### src/hdl/pvf_pkg.sv
// Shared types and constants of the pointer velocity filter.
// No dependencies.
package pvf_pkg;

  localparam int TIME_W = 32;
  localparam int POS_W  = 20;
  localparam int VEL_W  = 32;
  localparam int DIVD_W = 36;
  localparam int DIVS_W = 32;
  localparam int CNT_W  = 6;

  localparam logic [TIME_W-1:0] TIMEOUT_RESET = 32'd50;
  localparam logic [DIVS_W-1:0] WEIGHT_DIV    = 32'd5;

  localparam logic [2:0] KIND_DOWN  = 3'd0;
  localparam logic [2:0] KIND_MOVE  = 3'd1;
  localparam logic [2:0] KIND_UP    = 3'd2;
  localparam logic [2:0] KIND_QUERY = 3'd4;

  typedef enum logic [3:0] {
    OP_DOWN  = 4'b0001,
    OP_TRACK = 4'b0010,
    OP_CLEAR = 4'b0100,
    OP_QUERY = 4'b1000
  } op_t;

  typedef struct packed {
    op_t                     op;
    logic [TIME_W-1:0]       time_stamp;
    logic signed [POS_W-1:0] pos_x;
    logic signed [POS_W-1:0] pos_y;
  } item_t;

  typedef struct packed {
    logic  valid;
    item_t item;
  } queue_t;

endpackage

### src/hdl/pvf_div.sv
// Restoring divider, one quotient bit per cycle.
// Depends on pvf_pkg.
module pvf_div (
  input  logic                        clk,
  input  logic                        rst,
  input  logic                        start,
  input  logic [pvf_pkg::DIVD_W-1:0]  dividend,
  input  logic [pvf_pkg::DIVS_W-1:0]  divisor,
  output logic                        done,
  output logic [pvf_pkg::DIVD_W-1:0]  quotient
);
  import pvf_pkg::*;

  logic [DIVS_W:0]   rem;
  logic [DIVD_W-1:0] quo;
  logic [DIVS_W-1:0] dsr;
  logic [CNT_W-1:0]  cnt;
  logic              run;
  logic [DIVS_W:0]   rem_sh;
  logic              ge;

  assign rem_sh   = {rem[DIVS_W-1:0], quo[DIVD_W-1]};
  assign ge       = rem_sh >= {1'b0, dsr};
  assign quotient = quo;

  always_ff @(posedge clk) begin
    if (rst) begin
      run  <= 1'b0;
      done <= 1'b0;
    end else begin
      done <= 1'b0;
      if (start) begin
        run <= 1'b1;
        cnt <= CNT_W'(DIVD_W - 1);
        rem <= '0;
        quo <= dividend;
        dsr <= divisor;
      end else if (run) begin
        rem <= ge ? rem_sh - {1'b0, dsr} : rem_sh;
        quo <= {quo[DIVD_W-2:0], ge};
        cnt <= cnt - 1'b1;
        if (cnt == '0) begin
          run  <= 1'b0;
          done <= 1'b1;
        end
      end
    end
  end

endmodule

### src/hdl/pvf_front.sv
// Input side: decode requests and hold them in a two-entry queue.
// Depends on pvf_pkg.
module pvf_front (
  input  logic                 clk,
  input  logic                 rst,
  input  logic                 s_axis_tvalid,
  output logic                 s_axis_tready,
  input  logic [71:0]          s_axis_tdata,  // time_stamp[31:0], pos_x[51:32], pos_y[71:52]
  input  logic [2:0]           s_axis_tuser,  // kind[2:0]
  output pvf_pkg::queue_t      q,
  input  logic                 q_pop
);
  import pvf_pkg::*;

  item_t      mem [2];
  logic       wr_ptr;
  logic       rd_ptr;
  logic [1:0] count;
  logic       push;
  logic       pop;
  item_t      in_item;

  always_comb begin
    unique case (s_axis_tuser) inside
      KIND_DOWN:          in_item.op = OP_DOWN;
      KIND_MOVE, KIND_UP: in_item.op = OP_TRACK;
      KIND_QUERY:         in_item.op = OP_QUERY;
      default:            in_item.op = OP_CLEAR;
    endcase
    in_item.time_stamp = s_axis_tdata[31:0];
    in_item.pos_x      = s_axis_tdata[51:32];
    in_item.pos_y      = s_axis_tdata[71:52];
  end

  assign s_axis_tready = count != 2'd2;
  assign push          = s_axis_tvalid && s_axis_tready;
  assign pop           = q_pop && (count != 2'd0);
  assign q.valid       = count != 2'd0;
  assign q.item        = mem[rd_ptr];

  always_ff @(posedge clk) begin
    if (push) begin
      mem[wr_ptr] <= in_item;
    end
  end

  always_ff @(posedge clk) begin
    if (rst) begin
      wr_ptr <= 1'b0;
      rd_ptr <= 1'b0;
      count  <= 2'd0;
    end else begin
      if (push) begin
        wr_ptr <= ~wr_ptr;
      end
      if (pop) begin
        rd_ptr <= ~rd_ptr;
      end
      count <= count + {1'b0, push} - {1'b0, pop};
    end
  end

endmodule

### src/hdl/pvf_back.sv
// Execution side: track state, pair velocity and filter merge.
// Depends on pvf_pkg and pvf_div.
module pvf_back (
  input  logic                         clk,
  input  logic                         rst,
  input  pvf_pkg::queue_t              q,
  output logic                         q_pop,
  input  logic                         cfg_valid,
  input  logic [31:0]                  cfg_data,
  output logic                         out_valid,
  input  logic                         out_ready,
  output logic [pvf_pkg::VEL_W-1:0]    out_x,
  output logic [pvf_pkg::VEL_W-1:0]    out_y
);
  import pvf_pkg::*;

  typedef enum logic [3:0] {
    ST_IDLE = 4'b0001,
    ST_VDIV = 4'b0010,
    ST_PREP = 4'b0100,
    ST_WDIV = 4'b1000
  } state_t;

  state_t                  state;
  logic [TIME_W-1:0]       timeout;
  logic [TIME_W-1:0]       last_time;
  logic                    pvalid;
  logic [TIME_W-1:0]       ptime;
  logic signed [POS_W-1:0] px;
  logic signed [POS_W-1:0] py;
  logic [VEL_W-1:0]        pair_x, pair_y, filt_x, filt_y, cur_x, cur_y;
  logic [VEL_W-1:0]        alt_x, alt_y;
  logic                    use_w_x, use_w_y, neg_x, neg_y;
  logic                    multi;
  logic [DIVD_W-1:0]       wq_x, wq_y, wn_x, wn_y;
  logic [2:0]              wstep;

  item_t               it;
  logic [TIME_W-1:0]   base;
  logic                expired;
  logic                stale;
  logic signed [POS_W:0] dx, dy;
  logic [POS_W:0]      mag_x, mag_y;
  logic [TIME_W-1:0]   dt;
  logic                div_start;
  logic [DIVD_W-1:0]   dvd_x, dvd_y;
  logic [DIVS_W-1:0]   dvs;
  logic                done_x, done_y;
  logic [DIVD_W-1:0]   quo_x, quo_y;
  logic                wu_x, wu_y, sn_x, sn_y;
  logic [VEL_W-1:0]    al_x, al_y;
  logic [DIVD_W-1:0]   wd_x, wd_y;
  logic [DIVD_W-1:0]   fq_x, fq_y;

  function automatic logic [VEL_W-1:0] sat_add(input logic [VEL_W-1:0] a,
                                                input logic [VEL_W-1:0] b);
    logic [VEL_W:0] s;
    s = {a[VEL_W-1], a} + {b[VEL_W-1], b};
    if (s[VEL_W] != s[VEL_W-1]) begin
      return s[VEL_W] ? {1'b1, {(VEL_W-1){1'b0}}} : {1'b0, {(VEL_W-1){1'b1}}};
    end
    return s[VEL_W-1:0];
  endfunction

  // Finish a divide by five: correct a shift-and-add estimate that falls short by up to three
  function automatic logic [DIVD_W-1:0] fix5(input logic [DIVD_W-1:0] n,
                                             input logic [DIVD_W-1:0] est);
    logic [DIVD_W-1:0] r;
    r = n - ((est << 2) + est);
    return est + DIVD_W'(r >= DIVD_W'(WEIGHT_DIV)) + DIVD_W'(r >= DIVD_W'(2 * WEIGHT_DIV))
         + DIVD_W'(r >= DIVD_W'(3 * WEIGHT_DIV));
  endfunction

  // Decide the merge of one axis; weighted sums go to the divider as |2a+3b|+2
  function automatic void plan(input  logic [VEL_W-1:0] prev,
                               input  logic [VEL_W-1:0] acc,
                               input  logic [VEL_W-1:0] cur,
                               output logic             use_w,
                               output logic             s_neg,
                               output logic [VEL_W-1:0] alt,
                               output logic [DIVD_W-1:0] dvd);
    logic             acc_neg, acc_pos, cur_neg, cur_pos, prv_neg, prv_pos;
    logic [VEL_W-1:0] a;
    logic [VEL_W+2:0] s;
    logic [VEL_W+2:0] mag;
    acc_neg = acc[VEL_W-1];
    acc_pos = !acc[VEL_W-1] && (acc != '0);
    cur_neg = cur[VEL_W-1];
    cur_pos = !cur[VEL_W-1] && (cur != '0);
    prv_neg = prev[VEL_W-1];
    prv_pos = !prev[VEL_W-1] && (prev != '0);
    use_w   = 1'b1;
    alt     = cur;
    a       = acc;
    if (acc == '0) begin
      use_w = 1'b0;
    end else if ((acc_neg && cur_pos) || (acc_pos && cur_neg)) begin
      if ((prv_pos && cur_pos) || (prv_neg && cur_neg)) begin
        a = prev;
      end else begin
        use_w = 1'b0;
        alt   = sat_add(acc, cur);
      end
    end
    s     = {{2{a[VEL_W-1]}}, a, 1'b0} + {{3{cur[VEL_W-1]}}, cur}
          + {{2{cur[VEL_W-1]}}, cur, 1'b0};
    s_neg = s[VEL_W+2];
    mag   = s_neg ? -s : s;
    dvd   = DIVD_W'(mag) + DIVD_W'(2);
  endfunction

  assign it      = q.item;
  assign base    = (it.op == OP_DOWN) ? it.time_stamp : last_time;
  assign expired = (it.time_stamp >= base) && ((it.time_stamp - base) >= timeout);
  assign stale   = it.time_stamp <= ptime;
  assign dx      = {it.pos_x[POS_W-1], it.pos_x} - {px[POS_W-1], px};
  assign dy      = {it.pos_y[POS_W-1], it.pos_y} - {py[POS_W-1], py};
  assign mag_x   = dx[POS_W] ? -dx : dx;
  assign mag_y   = dy[POS_W] ? -dy : dy;
  assign dt      = it.time_stamp - ptime;
  assign dvd_x   = DIVD_W'({mag_x, 8'd0});
  assign dvd_y   = DIVD_W'({mag_y, 8'd0});
  assign dvs     = dt;
  assign fq_x    = fix5(wn_x, wq_x);
  assign fq_y    = fix5(wn_y, wq_y);

  always_comb begin
    plan(pair_x, filt_x, cur_x, wu_x, sn_x, al_x, wd_x);
    plan(pair_y, filt_y, cur_y, wu_y, sn_y, al_y, wd_y);
  end

  always_comb begin
    q_pop     = 1'b0;
    div_start = 1'b0;
    unique case (state)
      ST_IDLE: begin
        if (q.valid) begin
          if (it.op == OP_QUERY) begin
            q_pop = !out_valid || out_ready;
          end else begin
            q_pop = 1'b1;
            div_start = (it.op != OP_CLEAR) && pvalid && !expired && !stale;
          end
        end
      end
      ST_VDIV, ST_PREP, ST_WDIV: begin
      end
      default: begin
      end
    endcase
  end

  pvf_div u_div_x (
    .clk(clk), .rst(rst), .start(div_start), .dividend(dvd_x), .divisor(dvs),
    .done(done_x), .quotient(quo_x)
  );

  pvf_div u_div_y (
    .clk(clk), .rst(rst), .start(div_start), .dividend(dvd_y), .divisor(dvs),
    .done(done_y), .quotient(quo_y)
  );

  always_ff @(posedge clk) begin
    if (rst) begin
      state     <= ST_IDLE;
      timeout   <= TIMEOUT_RESET;
      last_time <= '0;
      pvalid    <= 1'b0;
      ptime     <= '0;
      px        <= '0;
      py        <= '0;
      pair_x    <= '0;
      pair_y    <= '0;
      filt_x    <= '0;
      filt_y    <= '0;
      multi     <= 1'b0;
      out_valid <= 1'b0;
    end else begin
      if (cfg_valid) begin
        timeout <= cfg_data;
      end
      if (out_valid && out_ready) begin
        out_valid <= 1'b0;
      end
      unique case (state)
        ST_IDLE: begin
          if (q_pop) begin
            unique case (it.op)
              OP_QUERY: begin
                out_valid <= 1'b1;
                out_x     <= filt_x;
                out_y     <= filt_y;
                if (multi) begin
                  pvalid <= 1'b0;
                  pair_x <= '0;
                  pair_y <= '0;
                  multi  <= 1'b0;
                end
              end
              OP_CLEAR: begin
                pvalid <= 1'b0;
                pair_x <= '0;
                pair_y <= '0;
                filt_x <= '0;
                filt_y <= '0;
                multi  <= 1'b0;
              end
              OP_DOWN, OP_TRACK: begin
                last_time <= it.time_stamp;
                if (expired) begin
                  pair_x <= '0;
                  pair_y <= '0;
                  filt_x <= '0;
                  filt_y <= '0;
                  multi  <= 1'b0;
                end
                if (!pvalid || expired || !stale) begin
                  pvalid <= 1'b1;
                  ptime  <= it.time_stamp;
                  px     <= it.pos_x;
                  py     <= it.pos_y;
                end
                if (div_start) begin
                  neg_x <= dx[POS_W];
                  neg_y <= dy[POS_W];
                  state <= ST_VDIV;
                end
              end
              default: begin
              end
            endcase
          end
        end
        ST_VDIV: begin
          if (done_x && done_y) begin
            cur_x <= neg_x ? -quo_x[VEL_W-1:0] : quo_x[VEL_W-1:0];
            cur_y <= neg_y ? -quo_y[VEL_W-1:0] : quo_y[VEL_W-1:0];
            state <= ST_PREP;
          end
        end
        ST_PREP: begin
          use_w_x <= wu_x;
          use_w_y <= wu_y;
          neg_x   <= sn_x;
          neg_y   <= sn_y;
          alt_x   <= al_x;
          alt_y   <= al_y;
          wn_x    <= wd_x;
          wn_y    <= wd_y;
          wq_x    <= (wd_x >> 1) + (wd_x >> 2);
          wq_y    <= (wd_y >> 1) + (wd_y >> 2);
          wstep   <= 3'd0;
          state   <= ST_WDIV;
        end
        ST_WDIV: begin
          wstep <= wstep + 3'd1;
          case (wstep)
            3'd0: begin
              wq_x <= wq_x + (wq_x >> 4);
              wq_y <= wq_y + (wq_y >> 4);
            end
            3'd1: begin
              wq_x <= wq_x + (wq_x >> 8);
              wq_y <= wq_y + (wq_y >> 8);
            end
            3'd2: begin
              wq_x <= wq_x + (wq_x >> 16);
              wq_y <= wq_y + (wq_y >> 16);
            end
            3'd3: begin
              wq_x <= wq_x + (wq_x >> 32);
              wq_y <= wq_y + (wq_y >> 32);
            end
            3'd4: begin
              wq_x <= wq_x >> 2;
              wq_y <= wq_y >> 2;
            end
            default: begin
              filt_x <= use_w_x ? (neg_x ? -fq_x[VEL_W-1:0] : fq_x[VEL_W-1:0]) : alt_x;
              filt_y <= use_w_y ? (neg_y ? -fq_y[VEL_W-1:0] : fq_y[VEL_W-1:0]) : alt_y;
              pair_x <= cur_x;
              pair_y <= cur_y;
              multi  <= 1'b1;
              state  <= ST_IDLE;
            end
          endcase
        end
        default: begin
          state <= ST_IDLE;
        end
      endcase
    end
  end

endmodule

### src/hdl/pointer_velocity_filter_top.sv
// Pointer velocity filter: top level joining the request queue and the executor.
// Depends on pvf_pkg, pvf_front, pvf_back.
//
// Requests enter on s_axis: tuser carries the kind (down, move, up, cancel, query),
// tdata the time stamp and the x and y position. Only a query gives a response on
// m_axis, the filtered x and y velocity in position units per ms with 8 fraction bits.
// The inactivity timeout is written on the cfg channel, which is always ready.
// A two-entry queue takes requests while the executor is busy.
// Query, cancel, first point and skipped point are handled in the idle state alone; a
// query response is registered from the head of the queue.
// A point that forms a pair runs a 36-step restoring divider per axis for the pair
// velocity, then a shift-and-add divide by five for the 0.4/0.6 weighting.
// Reset empties the queue, drops any pending response, sets the timeout to 50 ms and
// clears all tracking state.
// A stalled m_axis holds the response; the next query waits at the head of the queue,
// requests ahead of it are still processed, and s_axis_tready drops once the queue fills.
module pointer_velocity_filter_top (
  input  logic        clk,
  input  logic        rst,
  input  logic        s_axis_tvalid,
  output logic        s_axis_tready,
  input  logic [71:0] s_axis_tdata,   // time_stamp[31:0], pos_x[51:32], pos_y[71:52]
  input  logic [2:0]  s_axis_tuser,   // kind[2:0]
  output logic        m_axis_tvalid,
  input  logic        m_axis_tready,
  output logic [63:0] m_axis_tdata,   // vel_x[31:0], vel_y[63:32]
  input  logic        cfg_valid,
  output logic        cfg_ready,
  input  logic [31:0] cfg_data
);
  import pvf_pkg::*;

  queue_t           q;
  logic             q_pop;
  logic [VEL_W-1:0] vel_x;
  logic [VEL_W-1:0] vel_y;

  assign cfg_ready    = 1'b1;
  assign m_axis_tdata = {vel_y, vel_x};

  pvf_front u_front (
    .clk(clk), .rst(rst),
    .s_axis_tvalid(s_axis_tvalid), .s_axis_tready(s_axis_tready),
    .s_axis_tdata(s_axis_tdata), .s_axis_tuser(s_axis_tuser),
    .q(q), .q_pop(q_pop)
  );

  pvf_back u_back (
    .clk(clk), .rst(rst), .q(q), .q_pop(q_pop),
    .cfg_valid(cfg_valid && cfg_ready), .cfg_data(cfg_data),
    .out_valid(m_axis_tvalid), .out_ready(m_axis_tready),
    .out_x(vel_x), .out_y(vel_y)
  );

endmodule

### config.mk
export PLATFORM = sky130hd
export DESIGN_NAME = pointer_velocity_filter_top
export DESIGN_NICKNAME = d
export VERILOG_FILES = /design/src/hdl/pvf_pkg.sv /design/src/hdl/pvf_div.sv /design/src/hdl/pvf_front.sv /design/src/hdl/pvf_back.sv /design/src/hdl/pointer_velocity_filter_top.sv
export SDC_FILE = /design/constraint.sdc
export NUM_CORES = 2
export LEC_CHECK = 0
export BUFFER_PORTS_ARGS = -buffer_cell sky130_fd_sc_hd__buf_2
export CORE_ASPECT_RATIO = 0.9
export CORE_UTILIZATION = 27
export CTS_CLUSTER_SIZE = 10
export DETAILED_ROUTE_END_ITERATION = 16
export GPL_TIMING_DRIVEN = 0
export HOLD_SLACK_MARGIN = 0.03
export PLACE_DENSITY_LB_ADDON = 0.05
export SLEW_MARGIN = 20
export SYNTH_ARGS = -nofsm -noshare
export SYNTH_HDL_FRONTEND = slang
export SYNTH_SLANG_ARGS = --single-unit
### constraint.sdc
create_clock -name clk -period 13.4 [get_ports clk]
set_clock_uncertainty 0.1 [all_clocks]
set_input_delay 2.68 -clock clk [delete_from_list [all_inputs] [get_ports clk]]
set_output_delay 2.68 -clock clk [all_outputs]
set_load 0.01 [all_outputs]
==> flow_summary.toml <==
[run_status]
status = "finished clean"

[routing]
vias_per_cell = 5.18
dr_total_vias = 66700
antenna_left = 0
drt_pass1_iterations = 8
routed_wl_um = 311000
drt_iter0_drc = 5351
wl_per_cell_um = 24.2
route.detailed.drc = 0

[setup_path]
slowest_delay_ns = 0.63
crit_required_ns = 13.84
rr_endpoint = "u_back.wq_y[33]$_DFFE_PP_"
cp_slowest_cell = "edfxtp_1"
start_kind = "register"
critPathCaptureType = "register"
arrival_ns = 12.87
reg2reg_setup_slack_ns = 0.96
reg2reg_depth = 46
critPathKind = "reg -> reg"
path_max_fanout = 19
r2r-start = "u_back.cur_y[29]$_DFFE_PP_"

[clocking]
cts_buffers = 140
hold_buffers = 0
cts_buffer_depth = 4
clk_latency_ns = 0.83
htreeDepth = 4
cts.sinks = 955
cts_tree = "built"
cts_root_buffer = "clkbuf_16"
path_clk_slew_ns = 0.06

[floorplan]
die_y_um = 509
dieArea_mm2 = 0.288
die_w_um = 566
start_util = 0.273
ios = 179
rows = 185
coreArea_mm2 = 0.283

[placed_design]
dp_slack_ns = -1.64
gp_congestion = 0.880
dp_hpwl_um = 252000
placed_area_mm2 = 0.0837
portBuffers = 175

[synth]
syn_inst = 8647
synth-edff-count = 675
synth_area_leaders = "edfxtp_1 (26%), ha_1 (9.0%), dfxtp_1 (7.3%), xnor2_1 (5.8%), a21oi_1 (4.1%)"
synth.ff_latch_count = 955
yosys.area.top_type = "edfxtp_1"
yosys-top-cells-count = "nor2_1 (725), edfxtp_1 (675), inv_1 (651), a21oi_1 (632), nand2_1 (614)"
synthArstFlopShare = 0
synth_flop_cell = "edfxtp_1"
synth_cell_types = 129
avgSynthCellArea_um2 = 8.93
yosysSeqAreaShare = 0.335
synth-warning-count = 0
synth_top_area_frac = 0.262
synth.most_common_cell = "nor2_1"
syn_area_mm2 = 0.0772

[finish]
fin_util = 0.311
nets = 9833
area_growth_pct = 14.2
drive_gt1_frac = 0.0798
design_area_mm2 = 0.0882

[timing]
timing.final.max_slew_violations = 0
whs_ns = 0.359
setup_violations = 0
grt_setup_unrepaired = "no"
finalHoldViolations = 0
post-route-min-period_ns = 12.44
finalCritPeriodShare = 0.928
timing.fmax_mhz = 80.4
tightestPinTransition_ns = 1.14
slew_headroom = 0.238
fin_ws_ns = 0.961

[global_route]
antenna_found_initial = 20
gr-usage-all-layers = 0.212
grt_pass1_wl_um = 454000
grt_overflow_total = 0
grt_max_degree = 43
grt_pass1_vias = 65300

[hold_path]
hold_path_end = "u_back.u_div_y.run$_SDFF_PP0_"
hp-class = "reg -> reg"
hold_path.startpoint = "u_back.u_div_y.run$_SDFF_PP0_"
hold_depth = 2

[run]
maxCapViolations = 0

[power]
leakagePower_nw = 33.6
p_per_area_mw_per_mm2 = 123
power.total_mw = 10.8
vdd_drop_max_v = 0.000111
sequential cells by signal, indices dropped and copies added (netlist names), 36 cells and up, named ones only:
register	cells
u_back.wn_x	36
u_front.mem	152
u_back.u_div_x.quotient	36
u_back.wq_x	36
u_back.wq_y	36
u_back.u_div_y.quotient	36
u_back.wn_y	36
repair_timing:
| item | in CTS | in global routing |
|---|---|---|
| resized for setup | 17 | 24 |
| setup endpoints to repair | 30 | 38 |
| pin swaps | 0 | 2 |
| endpoints found under the hold margin | 0 | 0 |
| setup buffers | 1 | 10 |
cell families (layout without fill, tap and decap cells):
family	Yosys count	in the layout	synth area share
AO/OA/AOI/OAI	2286	2286	0.190
adder cells (fa/ha/maj)	746	746	0.134
buffers and inverters	1031	1497	0.0508
flip-flops	955	955	0.335
AND/OR/NAND/NOR	2574	2574	0.164
XOR/XNOR	704	704	0.0800
other	2	16	0.0000972
multiplexers	349	349	0.0469
area by class of cell:
type	count	area [µm²]
Clock buffer	203	3940
Buffer	373	1500
Antenna cell	8	20.0
Clock inverter	38	337
Fill cell	30000	195000
Inverter	653	2450
Tap cell	3740	4680
Multi-Input combinational cell	6667	47700
Timing Repair Buffer	230	1750
Sequential cell	955	25900
power by group:
group	internal [mW]	switching [mW]	total (mW)
clock network	2.10	1.47	3.57
registers	3.38	0.0750	3.46
logic	1.34	2.47	3.81
per-layer routing:
layer,global-route usage,routed length (µm)
met1,0.303,152000
met3,0.0250,13300
met4,0.0638,9760
met2,0.332,136000
met5,0,109
worst max-delay path: cells and delay by family (launching register included):
kind	cells	cell delay, ns
compound gates	19	4.73
xor+xnor	2	0.50
fa+ha+maj	5	1.72
buf+inv	5	1.55
flops	1	0.63
mux	2	0.62
simple gates	13	2.25
placed cells by master, fill, tap and decap left out, types with 246 or more instances in the layout:
cell type  count
ha_1         552
xnor2_1      503
dfxtp_1      280
a21oi_1      628
nand2_1      614
edfxtp_1     675
nor2_1       721
o21ai_0      588
clkbuf_1     342
mux2i_1      246
inv_1        651
metrics by stage:
step	setup TNS, ns	std cells
2_1_floorplan	0	8653
3_3_place_gp	-1279.90	12600
3_5_place_dp	-22.66	12600
4_1_cts	0	12900
5_1_grt	0	12900
6_report	0	12900
worst max-delay path by stage:
| stage | from | end | slack, ns | depth (start not counted) |
|---|---|---|---|---|
| 2_1_floorplan | register | u_back.u_div_x.cnt[0]$_SDFFCE_PP1P_ | 1.57 | 43 |
| 3_3_place_gp | register | u_back.u_div_y.quotient[23]$_DFFE_PP_ | -5.95 | 43 |
| 3_5_place_dp | u_back.cur_y[11]$_DFFE_PP_ | u_back.wq_y[31]$_DFFE_PP_ | -1.64 | 49 |
| 4_1_cts | u_back.cur_y[27]$_DFFE_PP_ | u_back.wq_y[31]$_DFFE_PP_ | 0.13 | 47 |
| 5_1_grt | u_back.cur_y[2]$_DFFE_PP_ | u_back.wq_y[24]$_DFFE_PP_ | 0.008 | 46 |
| 6_report | u_back.cur_y[29]$_DFFE_PP_ | u_back.wq_y[33]$_DFFE_PP_ | 0.96 | 46 |
Note: power is estimated with default switching activity, not from simulation.
